**src/minifloat_matrix_vector_multiply_top_macros.svh**
```systemverilog
// Assertion macros shared by the minifloat matrix-vector multiply modules.
`ifndef MINIFLOAT_MATRIX_VECTOR_MULTIPLY_TOP_MACROS_SVH
`define MINIFLOAT_MATRIX_VECTOR_MULTIPLY_TOP_MACROS_SVH
`ifndef ASSERT_OFF
`define MMV_ASSERT(label, clk, rstn, prop, msg) \
    label: assert property (@(posedge clk) disable iff (!rstn) prop) else $error(msg);
`define MMV_ASSERT_NEVER(label, clk, rstn, cond, msg) \
    label: assert property (@(posedge clk) disable iff (!rstn) !(cond)) else $error(msg);
`else
`define MMV_ASSERT(label, clk, rstn, prop, msg)
`define MMV_ASSERT_NEVER(label, clk, rstn, cond, msg)
`endif
`endif

```
**src/mmv_pkg.sv**
```systemverilog
// Types and constants for the minifloat matrix-vector multiply.
package mmv_pkg;
    localparam int WORD_W = 13;
    localparam int COL_W  = 3;
    localparam int ACC_W  = 76;
    localparam int EXP_OFFSET = 32;
    localparam logic [5:0] EXP_TOP = 6'd63;
    localparam logic [5:0] FIELD_MAX = 6'h3F;

    typedef enum logic {
        OP_LOAD   = 1'b0,
        OP_MATRIX = 1'b1
    } op_t;

    // Work item handed from the front end to the back end.
    typedef struct packed {
        logic              restart;
        logic              last;
        logic [WORD_W-1:0] mat_word;
        logic [WORD_W-1:0] vec_word;
    } mmv_job_t;
endpackage

```
**src/mmv_ram.sv**
```systemverilog
// Generic single-write, single-read RAM with registered read data.
module mmv_ram #(
    parameter int WIDTH = 13,
    parameter int DEPTH = 8
) (
    input  logic                     aclk,
    input  logic                     we,
    input  logic [$clog2(DEPTH)-1:0] waddr,
    input  logic [WIDTH-1:0]         wdata,
    input  logic                     re,
    input  logic [$clog2(DEPTH)-1:0] raddr,
    output logic [WIDTH-1:0]         rdata
);
    logic [WIDTH-1:0] mem_reg [DEPTH];
    logic [WIDTH-1:0] rdata_reg;

    always_ff @(posedge aclk) begin
        if (we) begin
            mem_reg[waddr] <= wdata;
        end
        if (re) begin
            rdata_reg <= mem_reg[raddr];
        end
    end

    assign rdata = rdata_reg;
endmodule

```
**src/mmv_front.sv**
```systemverilog
// Front end: stores vector words and pairs each matrix word with its vector word.
module mmv_front #(
    parameter int VECTOR_LENGTH = 8
) (
    input  logic                       aclk,
    input  logic                       aresetn,
    input  logic                       s_valid,
    output logic                       s_ready,
    input  logic                       s_op,
    input  logic [mmv_pkg::COL_W-1:0]  s_column,
    input  logic [mmv_pkg::WORD_W-1:0] s_value,
    output logic                       job_valid,
    input  logic                       job_ready,
    output mmv_pkg::mmv_job_t          job
);
    import mmv_pkg::*;

    localparam int AW = (VECTOR_LENGTH > 1) ? $clog2(VECTOR_LENGTH) : 1;
    // Wide enough to hold VECTOR_LENGTH itself, not just the largest column.
    localparam int LW = $clog2(VECTOR_LENGTH + 1);
    localparam int CW = (LW > COL_W) ? LW : COL_W;
    localparam logic [CW-1:0] LEN_C  = CW'(VECTOR_LENGTH);
    localparam logic [CW-1:0] LAST_C = CW'(VECTOR_LENGTH - 1);

    logic              stage_valid_reg;
    logic              stage_restart_reg;
    logic              stage_last_reg;
    logic [WORD_W-1:0] stage_mat_reg;
    logic [WORD_W-1:0] vec_rdata;
    logic [CW-1:0]     col_ext;
    logic              in_range;
    logic              accept;
    logic              is_matrix;
    logic              advance;

    assign col_ext   = CW'(s_column);
    assign in_range  = col_ext < LEN_C;
    assign advance   = !stage_valid_reg || job_ready;
    assign s_ready   = advance;
    assign accept    = s_valid && s_ready;
    assign is_matrix = s_op == OP_MATRIX;

    // The registered RAM read data lines up with the stage register.
    mmv_ram #(.WIDTH(WORD_W), .DEPTH(VECTOR_LENGTH)) u_vec_ram (
        .aclk  (aclk),
        .we    (accept && !is_matrix && in_range),
        .waddr (AW'(s_column)),
        .wdata (s_value),
        .re    (accept && is_matrix && in_range),
        .raddr (AW'(s_column)),
        .rdata (vec_rdata)
    );

    always_ff @(posedge aclk) begin
        if (!aresetn) begin
            stage_valid_reg <= 1'b0;
        end else if (advance) begin
            stage_valid_reg <= accept && is_matrix && in_range;
        end
    end

    always_ff @(posedge aclk) begin
        if (accept) begin
            stage_restart_reg <= col_ext == '0;
            stage_last_reg    <= col_ext == LAST_C;
            stage_mat_reg     <= s_value;
        end
    end

    assign job_valid    = stage_valid_reg;
    assign job.restart  = stage_restart_reg;
    assign job.last     = stage_last_reg;
    assign job.mat_word = stage_mat_reg;
    assign job.vec_word = vec_rdata;

    `include "minifloat_matrix_vector_multiply_top_macros.svh"
    `MMV_ASSERT(a_stage_holds, aclk, aresetn,
        (job_valid && !job_ready) |=> (job_valid && $stable(job.mat_word)),
        "front stage lost a stalled job")
    `MMV_ASSERT(a_load_no_job, aclk, aresetn,
        (accept && !is_matrix) |=> !job_valid, "vector load produced a job")
    `MMV_ASSERT(a_ready_when_empty, aclk, aresetn,
        !stage_valid_reg |-> s_ready, "front stalled while empty")
endmodule

```
**src/mmv_fifo.sv**
```systemverilog
// Two-entry job queue between the front end and the back end.
module mmv_fifo (
    input  logic              aclk,
    input  logic              aresetn,
    input  logic              in_valid,
    output logic              in_ready,
    input  mmv_pkg::mmv_job_t in_job,
    output logic              out_valid,
    input  logic              out_ready,
    output mmv_pkg::mmv_job_t out_job
);
    import mmv_pkg::*;

    mmv_job_t   slot_reg [2];
    logic       wptr_reg;
    logic       rptr_reg;
    logic [1:0] count_reg;
    logic       push;
    logic       pop;

    assign in_ready  = count_reg != 2'd2;
    assign out_valid = count_reg != 2'd0;
    assign push      = in_valid && in_ready;
    assign pop       = out_valid && out_ready;
    assign out_job   = slot_reg[rptr_reg];

    always_ff @(posedge aclk) begin
        if (!aresetn) begin
            wptr_reg  <= 1'b0;
            rptr_reg  <= 1'b0;
            count_reg <= 2'd0;
        end else begin
            if (push) begin
                wptr_reg <= !wptr_reg;
            end
            if (pop) begin
                rptr_reg <= !rptr_reg;
            end
            count_reg <= count_reg + 2'(push) - 2'(pop);
        end
    end

    always_ff @(posedge aclk) begin
        if (push) begin
            slot_reg[wptr_reg] <= in_job;
        end
    end

    `include "minifloat_matrix_vector_multiply_top_macros.svh"
    `MMV_ASSERT_NEVER(a_no_overflow, aclk, aresetn, count_reg == 2'd3,
        "queue count out of range")
    `MMV_ASSERT(a_count_track, aclk, aresetn,
        (push && !pop) |=> (count_reg == $past(count_reg) + 2'd1), "queue count slip")
    `MMV_ASSERT(a_ptr_match, aclk, aresetn,
        (count_reg == 2'd0 || count_reg == 2'd2) |-> (wptr_reg == rptr_reg),
        "queue pointers disagree with count")
endmodule

```
**src/mmv_back.sv**
```systemverilog
// Back end: multiply, align, accumulate, and encode the row sum.
module mmv_back (
    input  logic                       aclk,
    input  logic                       aresetn,
    input  logic                       job_valid,
    output logic                       job_ready,
    input  mmv_pkg::mmv_job_t          job,
    output logic                       m_valid,
    input  logic                       m_ready,
    output logic [mmv_pkg::WORD_W-1:0] m_result_word,
    output logic [mmv_pkg::COL_W-1:0]  m_row
);
    import mmv_pkg::*;

    // Stage 1: mantissa product and exponent.
    logic              p1_valid_reg;
    logic              p1_restart_reg;
    logic              p1_last_reg;
    logic              p1_neg_reg;
    logic [13:0]       p1_prod_reg;
    logic [7:0]        p1_esum_reg;
    // Stage 2: signed aligned term and accumulate.
    logic              p2_valid_reg;
    logic [ACC_W-1:0]  acc_reg;
    logic [ACC_W-1:0]  acc_next;
    // Stage 3: magnitude and leading one.
    logic              p3_valid_reg;
    logic              p3_sign_reg;
    logic [ACC_W-1:0]  p3_mag_reg;
    // Output register.
    logic              out_valid_reg;
    logic [WORD_W-1:0] out_word_reg;
    logic [COL_W-1:0]  out_row_reg;
    logic [COL_W-1:0]  row_count_reg;

    logic              advance;
    logic              high;
    logic signed [8:0] es;
    logic [5:0]        e_prod;
    logic [6:0]        m_prod;
    logic [ACC_W-1:0]  term_mag;
    logic [ACC_W-1:0]  term;
    logic [ACC_W-1:0]  base;
    logic [ACC_W-1:0]  raw_sum;
    logic [ACC_W-1:0]  neg_sum;
    logic [6:0]        pos;
    logic              found;
    logic [7:0]        mant;
    logic [6:0]        e_enc;
    logic [WORD_W-1:0] enc_word;
    logic [ACC_W-1:0]  win;

    // The whole pipe moves together; the output register decouples the consumer.
    assign advance   = !out_valid_reg || m_ready || !p3_valid_reg;
    assign job_ready = advance;

    always_ff @(posedge aclk) begin
        if (advance) begin
            p1_restart_reg <= job.restart;
            p1_last_reg    <= job.last;
            p1_neg_reg     <= job.mat_word[12] ^ job.vec_word[12];
            p1_prod_reg    <= {8'd1, job.mat_word[5:0]} * {8'd1, job.vec_word[5:0]};
            p1_esum_reg    <= {2'd0, job.mat_word[11:6]} + {2'd0, job.vec_word[11:6]};
        end
    end

    assign high = p1_prod_reg[13];
    assign es   = $signed({1'b0, p1_esum_reg}) - 9'sd32 + $signed({8'd0, high});

    always_comb begin
        if (es < 0) begin
            e_prod = 6'd0;
            m_prod = 7'd64;
        end else if (es > 9'sd63) begin
            e_prod = EXP_TOP;
            m_prod = 7'd127;
        end else begin
            e_prod = es[5:0];
            m_prod = {1'b1, high ? p1_prod_reg[12:7] : p1_prod_reg[11:6]};
        end
        term_mag = ACC_W'(m_prod) << e_prod;
        term     = p1_neg_reg ? (~term_mag + ACC_W'(1)) : term_mag;
        base     = p1_restart_reg ? '0 : acc_reg;
        raw_sum  = base + term;
        if (base[ACC_W-1] == term[ACC_W-1] && raw_sum[ACC_W-1] != base[ACC_W-1]) begin
            acc_next = base[ACC_W-1] ? {1'b1, {(ACC_W-1){1'b0}}}
                                     : {1'b0, {(ACC_W-1){1'b1}}};
        end else begin
            acc_next = raw_sum;
        end
    end

    always_ff @(posedge aclk) begin
        if (!aresetn) begin
            p1_valid_reg <= 1'b0;
            p2_valid_reg <= 1'b0;
            p3_valid_reg <= 1'b0;
            acc_reg      <= '0;
        end else if (advance) begin
            p1_valid_reg <= job_valid;
            p2_valid_reg <= p1_valid_reg && p1_last_reg;
            p3_valid_reg <= p2_valid_reg;
            if (p1_valid_reg) begin
                acc_reg <= acc_next;
            end
        end
    end

    assign neg_sum = ~acc_reg + ACC_W'(1);

    always_ff @(posedge aclk) begin
        if (advance) begin
            p3_sign_reg <= acc_reg[ACC_W-1];
            p3_mag_reg  <= acc_reg[ACC_W-1] ? neg_sum : acc_reg;
        end
    end

    always_comb begin
        pos   = '0;
        found = 1'b0;
        for (int k = 0; k < ACC_W; k++) begin
            if (p3_mag_reg[k]) begin
                pos   = 7'(k);
                found = 1'b1;
            end
        end
        // Bits p..p-7 brought to the bottom of the window.
        win   = (pos >= 7'd7) ? (p3_mag_reg >> (pos - 7'd7))
                              : (p3_mag_reg << (7'd7 - pos));
        mant  = {1'b0, win[7:1]} + {7'd0, (pos >= 7'd7) ? win[0] : 1'b0};
        e_enc = pos - 7'd6;
        if (mant == 8'd128) begin
            mant  = 8'd64;
            e_enc = e_enc + 7'd1;
        end
        if (!found) begin
            enc_word = '0;
        end else if (pos < 7'd6) begin
            enc_word = {p3_sign_reg, 12'd0};
        end else if (pos > 7'd69 || e_enc > 7'd63) begin
            enc_word = {p3_sign_reg, EXP_TOP, FIELD_MAX};
        end else begin
            enc_word = {p3_sign_reg, e_enc[5:0], mant[5:0]};
        end
    end

    always_ff @(posedge aclk) begin
        if (!aresetn) begin
            out_valid_reg <= 1'b0;
            row_count_reg <= '0;
        end else begin
            if (advance && p3_valid_reg) begin
                out_valid_reg <= 1'b1;
                row_count_reg <= row_count_reg + COL_W'(1);
            end else if (m_ready) begin
                out_valid_reg <= 1'b0;
            end
        end
    end

    always_ff @(posedge aclk) begin
        if (advance && p3_valid_reg) begin
            out_word_reg <= enc_word;
            out_row_reg  <= row_count_reg;
        end
    end

    assign m_valid       = out_valid_reg;
    assign m_result_word = out_word_reg;
    assign m_row         = out_row_reg;

    `include "minifloat_matrix_vector_multiply_top_macros.svh"
    `MMV_ASSERT(a_out_hold, aclk, aresetn,
        (m_valid && !m_ready) |=> (m_valid && $stable(m_result_word)),
        "result changed while stalled")
    `MMV_ASSERT(a_row_step, aclk, aresetn,
        (advance && p3_valid_reg) |=> (row_count_reg == $past(row_count_reg) + 3'd1),
        "row counter missed a result")
    `MMV_ASSERT(a_zero_word, aclk, aresetn,
        (p3_valid_reg && p3_mag_reg == '0) |-> (enc_word == '0),
        "zero sum not encoded as floor word")
endmodule

```
**src/minifloat_matrix_vector_multiply_top.sv**
```systemverilog
// Top level of the minifloat matrix-vector multiply.
//
// Channel   Dir  Ports
// s_        in   s_valid s_ready s_op s_column s_value
// m_        out  m_valid m_ready m_result_word m_row
//
// One word is accepted every cycle while s_ready is high; vector loads and matrix words alike.
// A matrix word passes the front stage, queue, multiply, accumulate and magnitude
// registers to the encoded result register; only a row's last word gives a result.
// Reset clears all control state and the row sum; the vector store is not cleared.
// A stalled result with another row sum behind it stops the back-end pipe; the
// two-entry queue then fills before the input side deasserts s_ready.
module minifloat_matrix_vector_multiply_top #(
    parameter int VECTOR_LENGTH = 8
) (
    input  logic                       aclk,
    input  logic                       aresetn,
    input  logic                       s_valid,
    output logic                       s_ready,
    input  logic                       s_op,
    input  logic [mmv_pkg::COL_W-1:0]  s_column,
    input  logic [mmv_pkg::WORD_W-1:0] s_value,
    output logic                       m_valid,
    input  logic                       m_ready,
    output logic [mmv_pkg::WORD_W-1:0] m_result_word,
    output logic [mmv_pkg::COL_W-1:0]  m_row
);
    import mmv_pkg::*;

    mmv_job_t front_job;
    mmv_job_t q_job;
    logic     front_valid;
    logic     front_ready;
    logic     q_valid;
    logic     q_ready;

    mmv_front #(.VECTOR_LENGTH(VECTOR_LENGTH)) u_front (
        .aclk      (aclk),
        .aresetn   (aresetn),
        .s_valid   (s_valid),
        .s_ready   (s_ready),
        .s_op      (s_op),
        .s_column  (s_column),
        .s_value   (s_value),
        .job_valid (front_valid),
        .job_ready (front_ready),
        .job       (front_job)
    );

    mmv_fifo u_fifo (
        .aclk      (aclk),
        .aresetn   (aresetn),
        .in_valid  (front_valid),
        .in_ready  (front_ready),
        .in_job    (front_job),
        .out_valid (q_valid),
        .out_ready (q_ready),
        .out_job   (q_job)
    );

    mmv_back u_back (
        .aclk          (aclk),
        .aresetn       (aresetn),
        .job_valid     (q_valid),
        .job_ready     (q_ready),
        .job           (q_job),
        .m_valid       (m_valid),
        .m_ready       (m_ready),
        .m_result_word (m_result_word),
        .m_row         (m_row)
    );
endmodule
```
**config.mk**
```make
export PLATFORM = sky130hd
export DESIGN_NAME = minifloat_matrix_vector_multiply_top
export DESIGN_NICKNAME = d
export VERILOG_FILES = /design/src/mmv_pkg.sv /design/src/mmv_ram.sv /design/src/mmv_front.sv /design/src/mmv_fifo.sv /design/src/mmv_back.sv /design/src/minifloat_matrix_vector_multiply_top.sv
export VERILOG_INCLUDE_DIRS = /design/src /design/src/src
export SDC_FILE = /design/constraint.sdc
export NUM_CORES = 1
export LEC_CHECK = 0
export ABC_AREA = 1
export BUFFER_PORTS_ARGS = -buffer_cell sky130_fd_sc_hd__buf_4
export CAP_MARGIN = 20
export CORE_ASPECT_RATIO = 2
export CORE_MARGIN = 5
export CORE_UTILIZATION = 50
export DETAILED_ROUTE_END_ITERATION = 16
export HOLD_SLACK_MARGIN = 0.05
export PLACE_DENSITY = 0.66
export SYNTH_ARGS = -nofsm -noshare
export SYNTH_HDL_FRONTEND = slang
export SYNTH_SLANG_ARGS = --single-unit
export TNS_END_PERCENT = 30
```
**constraint.sdc**
```tcl
create_clock -name aclk -period 22.1 [get_ports aclk]
set_input_delay 4.42 -clock aclk [delete_from_list [all_inputs] [get_ports aclk]]
set_output_delay 4.42 -clock aclk [all_outputs]
set_load 0.02 [all_outputs]
```
==> results of run 1 <==
metal layers:
layer  global-route usage  share of wire  vias up
li1                     -              -    12660
met1                0.235           0.31    11779
met2                0.537           0.55      693
met3               0.0357          0.036      374
met4                0.254           0.11        0
met5                    0              0        -
logic make-up (layout without fill, tap and decap cells):
group | Yosys count | after routing | share of synthesized area
XOR/XNOR | 233 | 233 | 0.0713
AO/OA/AOI/OAI | 631 | 631 | 0.134
flip-flops | 388 | 388 | 0.376
multiplexers | 14 | 14 | 0.00542
AND/OR/NAND/NOR | 1707 | 1707 | 0.254
adder cells (fa/ha/maj) | 151 | 151 | 0.0725
buffers and inverters | 625 | 626 | 0.0868
through the flow:
stage,instances,utilization
final,4506,0.542
after global routing,4506,0.542
after CTS,4506,0.542
after detailed placement,4439,0.520
after global placement,4439,0.520
after floorplan,3749,-
critical path: cells and delay by family, from the launching register on:
family	cells	cell delay (ps)
flip-flops	1	500
buffers and inverters	8	1770
XOR/XNOR	1	160
AO/OA/AOI/OAI	18	3480
AND/OR/NAND/NOR	38	4110
adder cells (fa/ha/maj)	3	790
final cells by class:
cell class,count,area (um^2)
clock buffer,44,993
clock inverter,23,241
fill,5470,26100
inverter,470,1770
multi-input combinational,2736,15500
sequential,388,10800
tap,756,946
timing repair buffer,89,668
cells in the mapped netlist, drive strengths merged, types with 41 or more instances:
cell type | instances | area (um^2)
a211oi | 67 | 503
clkbuf | 92 | 345
nand3 | 368 | 1840
o21ai | 170 | 862
a21oi | 221 | 1110
nor2 | 429 | 1620
buf | 63 | 375
ha | 126 | 1580
o211ai | 53 | 418
inv | 466 | 1750
nor3 | 51 | 255
dfxtp | 89 | 1780
edfxtp | 299 | 8980
nor4 | 41 | 257
nand2 | 738 | 2790
nand4 | 57 | 363
xor2 | 206 | 1800
final timing paths:
kind / start / to / slack (ps) / depth (start not counted)
worst max-delay path: u_back.p1_prod_reg[13] / u_back.acc_reg[71] / 11180 / 68
worst min-delay path: u_front.u_vec_ram.rdata[7] / u_fifo.slot_reg[0][7] / 440 / 0
worst max register to register: u_back.p1_prod_reg[13] / u_back.acc_reg[71] / 11180 / 68
worst min register to register: u_front.u_vec_ram.rdata[7] / u_fifo.slot_reg[0][7] / 440 / 0
==> results by group, run 1 <==
Run status
  • Status: finished, final reports clean

Routing
  • DRC: 0
  • Total Wirelength: a little under 90000 um
  • Initial DRC Count: roughly 1500
  • Via density: between 5 and 6
  • First-pass iteration count of the detailed router: 5
  • Routed len/inst: 19.5 um
  • Via count: 25506
  • DRT antenna net count: 0

Floorplan
  • Die height: 348 um
  • I/O pins: 39
  • Initial core utilization: 0.503
  • Core Footprint: 0.0569 mm^2
  • Die W: between 150 and 200 um
  • # rows: 124
  • Full die area: 0.0625 mm^2

Clock network
  • Setup Buffers After CTS: 0
  • H-tree lvl count: 2
  • Worst-skew pair later-pin latency: 580 ps
  • Clk slew on worst S/H paths: 70 ps
  • PostCTS Resize Cnt: 0
  • Cts hold-fix bufs: 0
  • Clock buffer depth: 3
  • # clock sinks: between 300 and 400
  • Number of buffers created by CTS: 37
  • Root buffer cell: clkbuf_16
  • CTS tree: done

Global routing
  • Gr usage total: 0.278
  • Largest net degree at the start of global routing: 78
  • Global-route wire length before repair: roughly 130000 um
  • Initial antenna violation count: 0
  • Grt total ovfl: 0
  • Vias in the first global route: 25604

Place
  • Worst slack at placement: 11200 ps
  • Dpl cell area: ~0.030 mm^2
  • Final GP Congestion: 1.07
  • IO buf count: 38
  • Hpwl dp: around 70000 um

Setup path
  • CP max-delay cell: a21oi_1
  • CP max stage delay: 650 ps
  • CP Class: flip-flop to flip-flop
  • Most common cell on crit path: nand2_1
  • Worst setup SP type: flip-flop
  • Critical-path maximum fanout: 65
  • Req. time, crit path: 22570 ps
  • Crit end category: flip-flop
  • Crit path DAT: 11390 ps

Timing
  • Finish-stage setup viols: 0
  • Fin worst setup slack: 11180 ps
  • Fin crit period: 10920 ps
  • Period Utilization, post-route: 0.494
  • Max Fclk: 91.6 MHz
  • Setup TNS: 0 ps
  • Final-report max-slew violation count: 0
  • RSZ-0062 raised after global routing: no
  • Final hold viol count: 0
  • Measured slew at the worst slew-check pin: between 1000 and 1500 ps
  • Worst Skew: 23.2 ps
  • Worst rel slew slack: 0.312
  • Hold slack: 439 ps

Hold path
  • Min-delay worst type: flip-flop to flip-flop

Synthesis
  • Post-synthesis cell count: 3749
  • Ys async rst share: 0
  • Mean post-synth cell area: 7.64 um^2
  • EDFF count, synth: 299
  • Top_reg_cell synth: edfxtp_1
  • FF+latch count, synth: 388
  • Post-synthesis cell type count: 58
  • Post-Syn Nets: 3921
  • Seq/Total Area, Yosys: 0.376
  • Yosys synthesis warning count: 0
  • Mapped Area: between 0.02 and 0.03 mm^2

Flow run
  • Max Cap Viol: 0

Final layout
  • Layout cells sized above 1: 0.0576
  • Area Overhead vs Synth: 7.68%
  • Final non-filler cell area: 0.0308 mm^2
  • Max reg flops: 104
  • Commonest non-fill, non-tap cell in the layout: nand2_1
  • Layout Nets: 3894
  • Commonest cells after routing, fill and taps aside: nand2_1, inv_1, nor2_1
  • Antenna Cells: 0
Power of run 1 is left out: the tool's default activity adds up to more than one toggle a clock period on the data nets, which glitch-free logic cannot reach.
==> run 2, diff against run 1 <==
- ABC_AREA: 1 -> 0
- PLACE_DENSITY: 0.66 -> 0.68
- clock period: 22.1 -> 8.8 ns (I/O delays scaled with it)
==> run 2 against run 1 <==
Effect of this change:
- die area up 7.2%
- synthesized area grew 7.5%
- critical path depth decreased by 31
- wire length grew 31%
- fmax grew 28%
- non-clock buffer count grew 249
- critical path type unchanged
==> results by group, run 2 <==
Setup path
  • FF-to-FF Start: u_back.p3_mag_reg[40]
  • Worst setup SP type: flip-flop
  • Crit end category: flip-flop
  • CP max stage delay: 440 ps
  • CP max-delay cell: edfxtp_1
  • Critical R2R Capture: u_back.m_result_word[10]
  • CP Class: flip-flop to flip-flop
  • Req. time, crit path: between 9000 and 10000 ps
  • Critical-path maximum fanout: 7
  • Worst reg-to-reg setup slack: 290 ps
  • Crit path DAT: between 8000 and 9000 ps
  • Worst R2R Path Depth: 37
  • Most common cell on crit path: buf_4

Final layout
  • Commonest cells after routing, fill and taps aside: buf_4, nand2_1, edfxtp_1
  • Commonest non-fill, non-tap cell in the layout: buf_4
  • Area Overhead vs Synth: 13.8%
  • Register area: 0.0108 mm^2
  • Max reg flops: 104
  • Layout cells sized above 1: 0.167
  • Area of the multi-input gates: 0.0189 mm^2
  • Layout Nets: 3721
  • Fillers: 5350

Clock network
  • Root buffer cell: clkbuf_16
  • # clock sinks: between 300 and 400
  • Number of buffers created by CTS: 36
  • CTS tree: done
  • Clk slew on worst S/H paths: 70 ps
  • H-tree lvl count: 2
  • Worst-skew pair later-pin latency: 570 ps
  • Clock buffer depth: 3

Timing
  • Measured slew at the worst slew-check pin: approximately 1100 ps
  • Fin crit period: 8510 ps
  • Worst Skew: approximately 28 ps
  • RSZ-0062 raised after global routing: no
  • Period Utilization, post-route: 0.967
  • Setup TNS: 0 ps
  • Worst rel slew slack: 0.256
  • Final-report max-slew violation count: 0
  • Finish-stage setup viols: 0
  • Max Fclk: 117 MHz
  • Final hold viol count: 0

Routing
  • Top routing layer used: met5
  • Via density: 6.46
  • DRT antenna net count: 0
  • Wl on met1: 32700 um
  • First-pass iteration count of the detailed router: 7
  • Routed len/inst: 26.4 um
  • DR WL met2: 61600 um
  • DRC: 0
  • Initial DRC Count: 2228
  • Total Wirelength: 115000 um
  • Wire length on met3: 4950 um
  • Via count: 28155

Synthesis
  • FF+latch count, synth: 388
  • Post-synthesis cell count: 3390
  • Compound-Gate Fraction of Synth Area: 0.213
  • Mux cell area share after synthesis: 0.0898
  • Synth Area in Adders: 0.0675
  • Seq/Total Area, Yosys: 0.350
  • Leading post-synthesis cells by cell area: edfxtp_1, dfxtp_1, ha_1
  • Ys async rst share: 0
  • Yosys synthesis warning count: 0
  • Mean post-synth cell area: between 9 and 10 um^2
  • Mapped Area: 0.0308 mm^2
  • Top_reg_cell synth: edfxtp_1
  • Most common cell in the netlist: nand2_1
  • Post-synthesis cell type count: 114
  • Post-Syn Nets: around 3600
  • Post-Synth Simple-Gate Area: 0.175
  • Main combinational cell family by area after synthesis: compound AO/OA/AOI/OAI gates
  • Cell accounting for the most synthesized area: edfxtp_1
  • Post-synthesis xor/xnor area fraction: 0.0597
  • EDFF count, synth: between 200 and 300
  • Synth top area share: 0.292
  • Most common library cells after synthesis: nand2_1, edfxtp_1, a21oi_1, o21ai_0, nor2_1

Global routing
  • Global-route wire length before repair: about 170000 um
  • Gr usage total: 0.339
  • Initial antenna violation count: 2
  • Grt total ovfl: 0
  • Vias in the first global route: 28662
  • Largest net degree at the start of global routing: 82

Floorplan
  • Initial core utilization: 0.504
  • I/O pins: 39
  • Die height: roughly 360 um
  • Die W: 185 um
  • # rows: about 130
  • Full die area: 0.0669 mm^2
  • Core Footprint: 0.0610 mm^2

Place
  • Hpwl dp: 91500 um
  • IO buf count: 38
  • Final GP Congestion: 1.13

Hold path
  • Worst Hold End: u_fifo.slot_reg[1][24]
  • Hold Path Depth: 0
  • Min-delay worst type: flip-flop to flip-flop
  • Hold_sp: u_front.stage_mat_reg[11]

Run status
  • Status: finished, final reports clean

Flow run
  • Max Cap Viol: 0
-- run 2: worst max path at each step --
stage | startpoint | endpoint | slack (ps) | depth (start not counted)
final | u_back.p3_mag_reg[40] | u_back.m_result_word[10] | 290 | 37
after global placement | u_back.p3_mag_reg[41] | u_back.m_result_word[11] | -720 | 36
after global routing | u_back.p3_mag_reg[36] | u_back.m_result_word[10] | 3 | 37
after detailed placement | u_back.p3_mag_reg[41] | u_back.m_result_word[11] | -620 | 37
after CTS | u_back.p3_mag_reg[41] | u_back.m_result_word[6] | 50 | 37
after floorplan | u_back.p3_mag_reg[27] | u_back.m_result_word[11] | 1010 | 37
-- run 2: kinds of logic (layout without fill, tap and decap cells) --
group | after synthesis | count (layout)
mux | 202 | 202
compound gates | 1013 | 1013
simple gates | 1094 | 1094
buf+inv | 336 | 521
flops | 388 | 388
fa+ha+maj | 151 | 151
other cells | 0 | 2
xor+xnor | 206 | 206
-- run 2: worst max-delay path, delay by kind of cell, from the launching register on --
kind	cells	cell delay [ps]
buffers and inverters	9	1270
AOI/OAI and AO/OA	14	3330
DFF	1	440
and+or+nand+nor	11	2580
adders and majority gates	3	710
-- run 2: layer usage --
metal,vias to the layer above,track usage
met5,-,0
met4,2,0.337
met3,533,0.0486
met2,1090,0.642
met1,13512,0.282
li1,13018,-
-- run 2: stage by stage --
| step | cells | setup WS, ps | hold slack [ps] | area (um^2) | util |
|---|---|---|---|---|---|
| 3_3_place_gp | 4274 | -720 | 422 | 33400 | 0.548 |
| 4_1_cts | 4339 | 52.6 | 446 | 34700 | 0.569 |
| 3_5_place_dp | 4274 | -622 | 430 | 33400 | 0.548 |
| 5_1_grt | 4355 | 3.36 | 459 | 35000 | 0.574 |
| 2_1_floorplan | 3390 | 1010 | 421 | 30800 | - |
| 6_report | 4357 | 286 | 445 | 35000 | 0.574 |
-- run 2: cell type report --
cell class              instances  share of cell area
well taps                     780              0.0279
flip-flops and latches        388               0.307
clock buffers                  41              0.0263
diodes                          2            0.000143
inverters                     119              0.0130
repair buffers                338              0.0775
clock inverters                23             0.00886
multi-input cells            2666               0.539
-- run 2: what timing repair did --
item                                    4_1_cts  5_1_grt
endpoints found under the setup margin       12       87
buffers inserted                              1       16
pin swaps                                     2        4
hold buffers                                  0        0
resized for setup                             9       37
Power of run 2 is left out for the same reason.
